**src/rtl/cau_div_stage.sv**
```systemverilog
`timescale 1ns / 1ps
`default_nettype none

module cau_div_stage #(
  parameter int RW  = 58,
  parameter int DW  = 32,
  parameter int QW  = 17,
  parameter int SW  = 39,
  parameter int BIT = 0
) (
  input  wire logic          clk_i,
  input  wire logic          rst_ni,
  input  wire logic          en_i,
  input  wire logic          valid_i,
  input  wire logic [RW-1:0] rem_re_i,
  input  wire logic [RW-1:0] rem_im_i,
  input  wire logic [QW-1:0] quo_re_i,
  input  wire logic [QW-1:0] quo_im_i,
  input  wire logic [DW-1:0] den_i,
  input  wire logic [SW-1:0] side_i,
  output logic               valid_o,
  output logic [RW-1:0]      rem_re_o,
  output logic [RW-1:0]      rem_im_o,
  output logic [QW-1:0]      quo_re_o,
  output logic [QW-1:0]      quo_im_o,
  output logic [DW-1:0]      den_o,
  output logic [SW-1:0]      side_o
);

  logic [RW-1:0] sub;
  logic [RW-1:0] rem_re_d, rem_im_d;
  logic [QW-1:0] quo_re_d, quo_im_d;

  // one restoring step per part: try den * 2^BIT
  always_comb begin
    sub      = RW'(den_i) << BIT;
    rem_re_d = rem_re_i;
    rem_im_d = rem_im_i;
    quo_re_d = quo_re_i;
    quo_im_d = quo_im_i;
    if (rem_re_i >= sub) begin
      rem_re_d      = rem_re_i - sub;
      quo_re_d[BIT] = 1'b1;
    end
    if (rem_im_i >= sub) begin
      rem_im_d      = rem_im_i - sub;
      quo_im_d[BIT] = 1'b1;
    end
  end

  always_ff @(posedge clk_i or negedge rst_ni) begin
    if (!rst_ni) begin
      valid_o <= 1'b0;
    end else if (en_i) begin
      valid_o <= valid_i;
    end
  end

  always_ff @(posedge clk_i) begin
    if (en_i) begin
      rem_re_o <= rem_re_d;
      rem_im_o <= rem_im_d;
      quo_re_o <= quo_re_d;
      quo_im_o <= quo_im_d;
      den_o    <= den_i;
      side_o   <= side_i;
    end
  end

endmodule

`default_nettype wire

```
**config.mk**
```make
export PLATFORM = sky130hd
export DESIGN_NAME = cau_div_stage
export DESIGN_NICKNAME = d
export VERILOG_FILES = /design/src/rtl/cau_div_stage.sv
export SDC_FILE = /design/constraint.sdc
export NUM_CORES = 1
export LEC_CHECK = 0
export ABC_AREA = 1
export ABC_CLOCK_PERIOD_IN_PS = 2810
export BUFFER_PORTS_ARGS = -buffer_cell sky130_fd_sc_hd__buf_4
export CAP_MARGIN = 40
export CORE_AREA = 2 2 173 175
export DETAILED_ROUTE_END_ITERATION = 8
export DIE_AREA = 0 0 175 177
export GPL_TIMING_DRIVEN = 0
export PLACE_DENSITY_LB_ADDON = 0.08
export SLEW_MARGIN = 5
export SYNTH_ARGS = -nofsm -noshare
export SYNTH_HDL_FRONTEND = slang
export SYNTH_SLANG_ARGS = --single-unit
```
**constraint.sdc**
```tcl
create_clock -name clk_i -period 2.81 [get_ports clk_i]
set_clock_uncertainty 0.2 [all_clocks]
set_input_delay 0.1405 -clock clk_i [delete_from_list [all_inputs] [get_ports clk_i]]
set_output_delay 0.1405 -clock clk_i [all_outputs]
set_load 0.02 [all_outputs]
```
==> flow_summary.yaml <==
clock_network:
  cts_buffers: 23
  cts_tree: "yes"
  path_clk_slew_ns: 0.07
  cts_buffer_depth: 3
  cts_num_sinks: 222
  cts-root-buf: "clkbuf_16"
  ctsHtreeMaxLevel: 1
  cts_hold_buf: 224
  clkLatencyLatePin_ns: 0.54
layout:
  final_area_mm2: 0.0231
  drive_gt1_share_pct: 21.7
  nFillCells: 1848
  layout.nets: 3203
  area_growth_pct: 47.2
yosys:
  yosys_warnings: 0
  synth.largest_area_cell: "edfxtp_1"
  ys_top_cells_by_count: "892 x nand2_1, 387 x inv_1, 226 x nor2_1, 221 x edfxtp_1, 102 x nand3_1"
  synthCells: 2203
  synth-seq-area-share_pct: 42.4
  syn-cell-area_mm2: 0.0157
  synth_edf_count: 221
  syn_avg_cell_area_um2: 7.13
  netlist-cell-type-count: 37
  synth_most_common_cell: "nand2_1"
  synth_top_area_share_pct: 42.2
  yosys-top-cells-area: "edfxtp_1 42%, nand2_1 21%, inv_1 9.2%, nor2_1 5.4%, ha_1 5.1%"
  syn_nets: 2494
  ys_ff_latch: 222
  async_reset_ff_share_pct: 0.450
  synthFlopType: "edfxtp_1"
route:
  wl_per_cell_um: 21.4
  ant_nets: 0
  drt_iter0_markers: 2369
  met1_length_um: 22400
  route.met3.wl_um: 6780
  viasPerCell: 5.61
  drtPass1Iterations: 9
  highest_layer: "met4"
  wl_met2_um: 34800
  num_vias: 18638
  drc: 94
  drt-total-wl_um: 71100
sta:
  slew_viol_final: 0
  finalSetupTns_ns: -0.254
  setup_ws_ns: -0.0672
  hold_viol: 2
  whs_ns: -0.287
  final.min_clock_period_ns: 2.88
  slew_headroom_pct: 38.1
  fmax_ghz: 0.348
  worstMarginPinSlew_ns: 0.919
  setup_viol: 12
  finalCritPeriodShare_pct: 102
global_route:
  grt_usage_pct: 43.5
  grt_max_degree: 82
  grt_pass1_vias: 18140
  grt_pass1_wl_um: 102000
  overflow: 0
  antenna_found_initial: 1
min_path:
  hold_path_class: "in -> reg"
  min-delay-start: "rem_im_i[1]"
run:
  maxCapViolCount: 0
placed_design:
  port_buffers: 446
  place_ws_ns: -0.316
  dpl_cell_area_mm2: 0.0196
  hpwl_um: 47400
  place.gp.congestion: 1.03
floorplan:
  coreArea_mm2: 0.0292
  io_pins: 447
  die-height_um: 177
  die_w_um: 175
  start_util_pct: 53.7
  fp-row-count: 63
  die_area_mm2: 0.0310
outcome:
  failed_checks: "design-rule violations, negative hold slack, negative setup slack"
  status: "finished with violations"
power_and_ir_drop:
  powerDensity_mw_per_mm2: 469
  ir_drop_uv: 511
  p_total_w: 0.0108
  leakagePower_nw: 11.4
critical_path:
  crit_path_start_kind: "input pin"
  required_ns: 2.88
  cp_data_arrival_time_ns: 2.95
  crit_start: "den_i[22]"
  endpoint_kind: "register"
  rr_startpoint: "valid_o$_DFFE_PN0P_"
  crit_fanout: 5
  critPathKind: "in -> reg"
## cell type report
type                    count  area, um^2  share of cell area (%)
repair buffers            684        5760                    24.9
flip-flops and latches    222        6660                    28.8
clock inverters             9         100                   0.433
diodes                      1        2.50                  0.0108
clock buffers              33         623                    2.70
multi-input cells        1569        7850                    33.9
well taps                 390         488                    2.11
inverters                 394        1480                    6.41
plain buffers              18         158                   0.682
## state kept, by name, indices dropped and copies added (netlist names)
name and flops:
quo_im_o 17, rem_im_o 58, quo_re_o 17, valid_o 1, den_o 32, rem_re_o 58, side_o 39
## metrics by stage
| stage | util [%] | cells |
|---|---|---|
| 6_report | 79.0 | 3320 |
| 5_1_grt | 79.0 | 3320 |
| 4_1_cts | 77.2 | 3307 |
| 3_5_place_dp | 67.0 | 3041 |
| 3_3_place_gp | 66.8 | 3039 |
| 2_1_floorplan | - | 2203 |
## kinds of logic (layout without fill, tap and decap cells)
family / after synthesis / after routing / share of synthesized area (%)
AO/OA/AOI/OAI: 107 / 107 / 4.04
adder cells (fa/ha/maj): 66 / 66 / 5.35
XOR/XNOR: 47 / 47 / 2.62
other: 0 / 1 / 0
AND/OR/NAND/NOR: 1348 / 1348 / 35.2
buffers and inverters: 412 / 1138 / 10.3
multiplexers: 1 / 1 / 0.0717
flip-flops: 222 / 222 / 42.4
## cells in the final DEF (no fill, tap or decap), types with 18 or more instances in the layout
master | Yosys | routed
nand2_1 | 892 | 876
buf_4 | 4 | 458
inv_1 | 387 | 386
dlygate4sd3_1 | 0 | 224
edfxtp_1 | 221 | 221
nor2_1 | 226 | 214
nand3_1 | 102 | 99
a21oi_1 | 60 | 52
xor2_1 | 47 | 47
ha_1 | 64 | 43
nand4_1 | 30 | 30
a21oi_2 | 21 | 27
nand3b_1 | 26 | 26
nor3_1 | 25 | 24
clkbuf_16 | 0 | 23
nand2_2 | 4 | 18
ha_4 | 0 | 18
## metal layers
| metal | up-vias | global-route usage, % |
|---|---|---|
| met5 | - | 0 |
| met4 | 0 | 33.5 |
| met3 | 508 | 7.88 |
| met2 | 1500 | 79.3 |
| met1 | 8318 | 44.1 |
| li1 | 8312 | - |
## what timing repair did
| action | CTS | global route |
|---|---|---|
| endpoints found under the hold margin | 284 | 2 |
| endpoints found under the setup margin | 0 | 116 |
| resized for setup | 0 | 82 |
| setup buffers | 0 | 12 |
## path summary, 6_finish.rpt
kind                                     endpoint  slack [ns]  depth (start not counted)
min in group asynchronous     valid_o$_DFFE_PN0P_        0.28                          3
max in group asynchronous     valid_o$_DFFE_PN0P_        2.02                          3
min reg2reg                   valid_o$_DFFE_PN0P_        0.36                          1
max reg2reg                   valid_o$_DFFE_PN0P_        1.84                          1
min                         rem_im_o[1]$_DFFE_PP_       -0.29                          3
max                        rem_im_o[23]$_DFFE_PP_       -0.07                         12
## worst max-delay path: stages
cell and delay, ns:
dlygate4sd3_1 0.55, buf_4 0.15, inv_1 0.13, ha_4 0.24
nand2_1 0.18, inv_1 0.10, a21oi_2 0.24, nand2_1 0.19
nand3b_1 0.41, or2_2 0.39, nand3_1 0.11, nand2_1 0.11
## power by group
group	leakage [nW]	internal [W]	switching, W
combinational	8.91	0.00138	0.00215
clock	0.342	0.00166	0.00143
sequential	2.18	0.00407	0.000150
total	11.4	0.00711	0.00373
Power figures use the tool's default switching activity.
