[src/rtl/cau_pkg.sv]
`timescale 1ns / 1ps
`default_nettype none

package cau_pkg;

  typedef enum logic [1:0] {
    ACT_ADD = 2'd0,
    ACT_SUB = 2'd1,
    ACT_MUL = 2'd2,
    ACT_DIV = 2'd3
  } action_e;

endpackage

`default_nettype wire

[src/rtl/cau_front.sv]
`timescale 1ns / 1ps
`default_nettype none

module cau_front #(
  parameter int DATA_WIDTH = 16,
  parameter int FRAC_BITS  = 8
) (
  input  wire logic                           clk_i,
  input  wire logic                           rst_ni,
  input  wire logic                           en_i,
  input  wire logic                           valid_i,
  input  wire logic [1:0]                     action_i,
  input  wire logic signed [DATA_WIDTH-1:0]   a_re_i,
  input  wire logic signed [DATA_WIDTH-1:0]   a_im_i,
  input  wire logic signed [DATA_WIDTH-1:0]   b_re_i,
  input  wire logic signed [DATA_WIDTH-1:0]   b_im_i,
  output logic                                valid_o,
  output logic                                is_div_o,
  output logic                                div_zero_o,
  output logic signed [2*DATA_WIDTH:0]        num_re_o,
  output logic signed [2*DATA_WIDTH:0]        num_im_o,
  output logic [2*DATA_WIDTH-1:0]             den_o,
  output logic [DATA_WIDTH-1:0]               dir_re_o,
  output logic [DATA_WIDTH-1:0]               dir_im_o,
  output logic                                dir_sat_o
);

  localparam int W  = DATA_WIDTH;
  localparam int PW = 2 * W;
  localparam int NW = 2 * W + 1;

  localparam logic signed [NW-1:0] MaxV = {{(NW-W+1){1'b0}}, {(W-1){1'b1}}};
  localparam logic signed [NW-1:0] MinV = {{(NW-W+1){1'b1}}, {(W-1){1'b0}}};
  localparam logic [W-1:0] MaxW = {1'b0, {(W-1){1'b1}}};
  localparam logic [W-1:0] MinW = {1'b1, {(W-1){1'b0}}};

  // {clip, value}
  function automatic logic [W:0] sat_fn(logic signed [NW-1:0] v);
    logic [W:0] r;
    if (v > MaxV) begin
      r = {1'b1, MaxW};
    end else if (v < MinV) begin
      r = {1'b1, MinW};
    end else begin
      r = {1'b0, v[W-1:0]};
    end
    return r;
  endfunction

  // products stage
  logic                 v1_q;
  cau_pkg::action_e     act_q, act_d;
  logic signed [PW-1:0] ac_q, bd_q, bc_q, ad_q, cc_q, dd_q;
  logic signed [PW-1:0] ac_d, bd_d, bc_d, ad_d, cc_d, dd_d;
  logic signed [W:0]    sre_q, sim_q, sre_d, sim_d;

  always_comb begin
    act_d = cau_pkg::action_e'(action_i);
    ac_d  = a_re_i * b_re_i;
    bd_d  = a_im_i * b_im_i;
    bc_d  = a_im_i * b_re_i;
    ad_d  = a_re_i * b_im_i;
    cc_d  = b_re_i * b_re_i;
    dd_d  = b_im_i * b_im_i;
    if (act_d == cau_pkg::ACT_SUB) begin
      sre_d = {a_re_i[W-1], a_re_i} - {b_re_i[W-1], b_re_i};
      sim_d = {a_im_i[W-1], a_im_i} - {b_im_i[W-1], b_im_i};
    end else begin
      sre_d = {a_re_i[W-1], a_re_i} + {b_re_i[W-1], b_re_i};
      sim_d = {a_im_i[W-1], a_im_i} + {b_im_i[W-1], b_im_i};
    end
  end

  always_ff @(posedge clk_i or negedge rst_ni) begin
    if (!rst_ni) begin
      v1_q <= 1'b0;
    end else if (en_i) begin
      v1_q <= valid_i;
    end
  end

  always_ff @(posedge clk_i) begin
    if (en_i) begin
      act_q <= act_d;
      ac_q  <= ac_d;
      bd_q  <= bd_d;
      bc_q  <= bc_d;
      ad_q  <= ad_d;
      cc_q  <= cc_d;
      dd_q  <= dd_d;
      sre_q <= sre_d;
      sim_q <= sim_d;
    end
  end

  // sums stage
  logic signed [NW-1:0] acx, bdx, bcx, adx, num_re_d, num_im_d;
  logic [PW-1:0]        den_d;
  logic [W:0]           sat_re, sat_im;
  logic                 is_div_d, dz_d;

  always_comb begin
    acx = {ac_q[PW-1], ac_q};
    bdx = {bd_q[PW-1], bd_q};
    bcx = {bc_q[PW-1], bc_q};
    adx = {ad_q[PW-1], ad_q};
    is_div_d = (act_q == cau_pkg::ACT_DIV);
    if (is_div_d) begin
      num_re_d = acx + bdx;
      num_im_d = bcx - adx;
    end else begin
      num_re_d = acx - bdx;
      num_im_d = bcx + adx;
    end
    den_d = unsigned'(cc_q) + unsigned'(dd_q);
    dz_d  = is_div_d && (den_d == '0);
    if (act_q == cau_pkg::ACT_MUL) begin
      sat_re = sat_fn(num_re_d >>> FRAC_BITS);
      sat_im = sat_fn(num_im_d >>> FRAC_BITS);
    end else begin
      sat_re = sat_fn(NW'(sre_q));
      sat_im = sat_fn(NW'(sim_q));
    end
  end

  always_ff @(posedge clk_i or negedge rst_ni) begin
    if (!rst_ni) begin
      valid_o <= 1'b0;
    end else if (en_i) begin
      valid_o <= v1_q;
    end
  end

  always_ff @(posedge clk_i) begin
    if (en_i) begin
      is_div_o   <= is_div_d;
      div_zero_o <= dz_d;
      num_re_o   <= num_re_d;
      num_im_o   <= num_im_d;
      den_o      <= den_d;
      dir_re_o   <= sat_re[W-1:0];
      dir_im_o   <= sat_im[W-1:0];
      dir_sat_o  <= sat_re[W] | sat_im[W];
    end
  end

endmodule

`default_nettype wire

[config.mk]
export PLATFORM = sky130hd
export DESIGN_NAME = cau_front
export DESIGN_NICKNAME = d
export VERILOG_FILES = /design/src/rtl/cau_pkg.sv /design/src/rtl/cau_front.sv
export SDC_FILE = /design/constraint.sdc
export NUM_CORES = 2
export LEC_CHECK = 0
export ABC_AREA = 1
export BUFFER_PORTS_ARGS = -buffer_cell sky130_fd_sc_hd__buf_4
export CAP_MARGIN = 10
export CORE_UTILIZATION = 55
export DETAILED_ROUTE_END_ITERATION = 8
export HOLD_SLACK_MARGIN = 0.02
export PLACE_DENSITY = 0.79
export SLEW_MARGIN = 10
export SYNTH_ARGS = -nofsm -noshare
export SYNTH_HDL_FRONTEND = slang
export SYNTH_SLANG_ARGS = --single-unit
[constraint.sdc]
create_clock -name clk_i -period 6.47 [get_ports clk_i]
set_clock_uncertainty 0.15 [all_clocks]
set_input_delay 1.941 -clock clk_i [delete_from_list [all_inputs] [get_ports clk_i]]
set_output_delay 1.941 -clock clk_i [all_outputs]
set_load 0.05 [all_outputs]
==> results.ini <==
[clock_tree]
clockBufferDepth=3
clk_pin_slew_ps=60
ctsHoldBuffers=0
clock_latency_ps=650
h-tree-depth=2
cts.sinks=361
tritoncts=built
cts_root_buf=clkbuf_16
cts_made_buffers=43

[final_layout]
most-common-layout-cells=inv_1 (2604), nand2_1 (1945), fa_1 (1391)
layout-drive-gt1-share=0.2587
layoutNonFillerInstCount=12960
nets=13270
layout_commonest_cell=inv_1
area_delta_synth_final_pct=29.20

[critical_path]
cp_max_fo=8
arrival_ps=7170
critPathCapture=bd_q[28]
startpoint_type=primary input
critPathKind=in2reg
reg2regPathDepth=19
required_ps=6720
r2r-end=dir_im_o[1]
cp-startpoint=b_im_i[6]
timing.rr.start=act_q[1]
reg2reg_slack_ps=830
worst_setup_path_end_kind=flop

[routing]
first_pass_iters=8
finalWirelength_microns=267800
wl_per_cell_microns=20.67
routed-via-count=70110
ant_nets=0
vias_per_cell=5.410
drc=0
drt_iter0_markers=6571

[placement]
place_ws_ps=-1279
detailed_place_hpwl_microns=200900
gp_congestion=0.9916
port_buffers=203
dp.cells=12550

[logic_synthesis]
synth-async-reset-ratio=0.005540
avgSynthCellArea_sq_um=8.332
synthDistinctLibCells=49
synth_area_sq_um=80170
synth-seq-cells=361
synth_nets=11860
syn_inst=9622
synth-edff-count=359
yosysSeqAreaShare=0.1351
yosysWarnings=0
synth-main-ff-cell=edfxtp_1

[timing]
max_slew_margin=0.2515
setup_slack_ps=-451.7
drv_slew=0
hold_viol=0
tightest_slew_ps=1123
tns_ps=-27180
rsz0062_at_grt=true
min_period_ps=6922
period_share=1.070
setup_viol_count_final=114
max_freq_mhz=144.5

[global_routing]
grt-ovfl-total=0
grt_pass1_vias=74780
grt_max_degree=139
antenna_found_initial=6
grt_usage=0.3557
grt_pass1_wl_microns=405100

[outcome]
violations=setup timing
status=finished with violations

[floorplanning]
std_cell_rows=139
io_pins=204
core-area_sq_um=144200
initial_core_util=0.5561
die_h_microns=383.8
fp.dieArea_sq_um=147300
die_x_microns=383.8

[run]
maxCapViolations=0

[worst_hold_path]
min_path_type=reg2reg

## stage by stage
| stage | instance area [sq um] | utilization | hold slack (ps) |
|---|---|---|---|
| finish | 103600 | 0.7184 | 364.8 |
| global placement | 94150 | 0.6530 | 344.5 |
| detailed placement | 94150 | 0.6530 | 358.0 |
| global route | 103600 | 0.7183 | 398.1 |
| CTS | 101000 | 0.7003 | 367.3 |
| floorplan | 83240 | - | 327.7 |
## cell type report
type	count	area, sq um
antenna	4	10.01
clock buffer	51	1106
clock inverter	25	271.5
fill	9621	40600
inverter	2827	10630
multi-input combinational	6143	62900
sequential	361	10830
tap	1903	2381
timing repair buffer	1647	15450
## synthesized netlist by cell type, drive strengths merged, types with 37 or more instances
cell type,number,area share
inv,2827,0.13
nand2,2192,0.10
fa,1518,0.38
ha,654,0.10
nor2,393,0.019
a21oi,366,0.024
edfxtp,359,0.13
xor2,253,0.028
clkbuf,215,0.010
nand3,168,0.011
xnor2,168,0.018
o21ai,136,0.0085
buf,76,0.0041
nand4,43,0.0034
nor3,42,0.0029
o21bai,37,0.0035
## worst min path at each step
| stage | from | end | slack, ps | cells after the start |
|---|---|---|---|---|
| 6_report | v1_q | valid_o | 360 | 2 |
| 5_1_grt | v1_q | valid_o | 400 | 2 |
| 4_1_cts | v1_q | valid_o | 370 | 2 |
| 3_5_place_dp | v1_q | valid_o | 360 | 2 |
| 3_3_place_gp | v1_q | valid_o | 340 | 2 |
| 2_1_floorplan | v1_q | valid_o | 330 | 2 |
## routing by layer
metal | up-vias | global-route usage | part of all wire
met4 | 8 | 0.2149 | 0.081
met1 | 34300 | 0.4358 | 0.35
met2 | 3795 | 0.5814 | 0.47
li1 | 30840 | - | -
met3 | 1167 | 0.07069 | 0.099
met5 | - | 0 | 0.00020
## sequential cells by signal, summed over array words and instances, names as in the netlist, 32 cells and up
signal	flops
ac_q	32
ad_q	32
bc_q	32
bd_q	32
den_o	32
num_im_o	33
num_re_o	33
## worst max-delay path, cell delays in order
cell     delay (ps)
buf_16          130
buf_12          150
buf_6           130
nand2_4          50
inv_2            40
fa_1            500
inv_2            60
fa_2            540
fa_2            450
inv_2            90
fa_2            450
fa_1            550
inv_2            50
fa_1            540
inv_2            60
ha_4            310
nand4_1         160
nor3_2          290
nand3_1         130
nand3_2         130
a31o_4          190
nand3_2          80
nand3_2          70
xor2_1           60
## cell families after synthesis
family,count (synthesis),share of synthesized area
simple gates,2887,0.1437
flops,361,0.1351
fa+ha+maj,2172,0.4811
compound gates,663,0.04749
xor+xnor,421,0.04609
buf+inv,3118,0.1465
## what timing repair did
| item | in CTS | in global routing |
|---|---|---|
| resized for setup | 850 | 446 |
| hold endpoints to repair | 0 | 0 |
| pin swaps | 411 | 367 |
| buffers inserted | 232 | 103 |
| endpoints found under the setup margin | 119 | 122 |
| gates cloned | 18 | 6 |
Power is left out: the tool's default activity adds up to more than one toggle a clock period on the data nets, which glitch-free logic cannot reach.
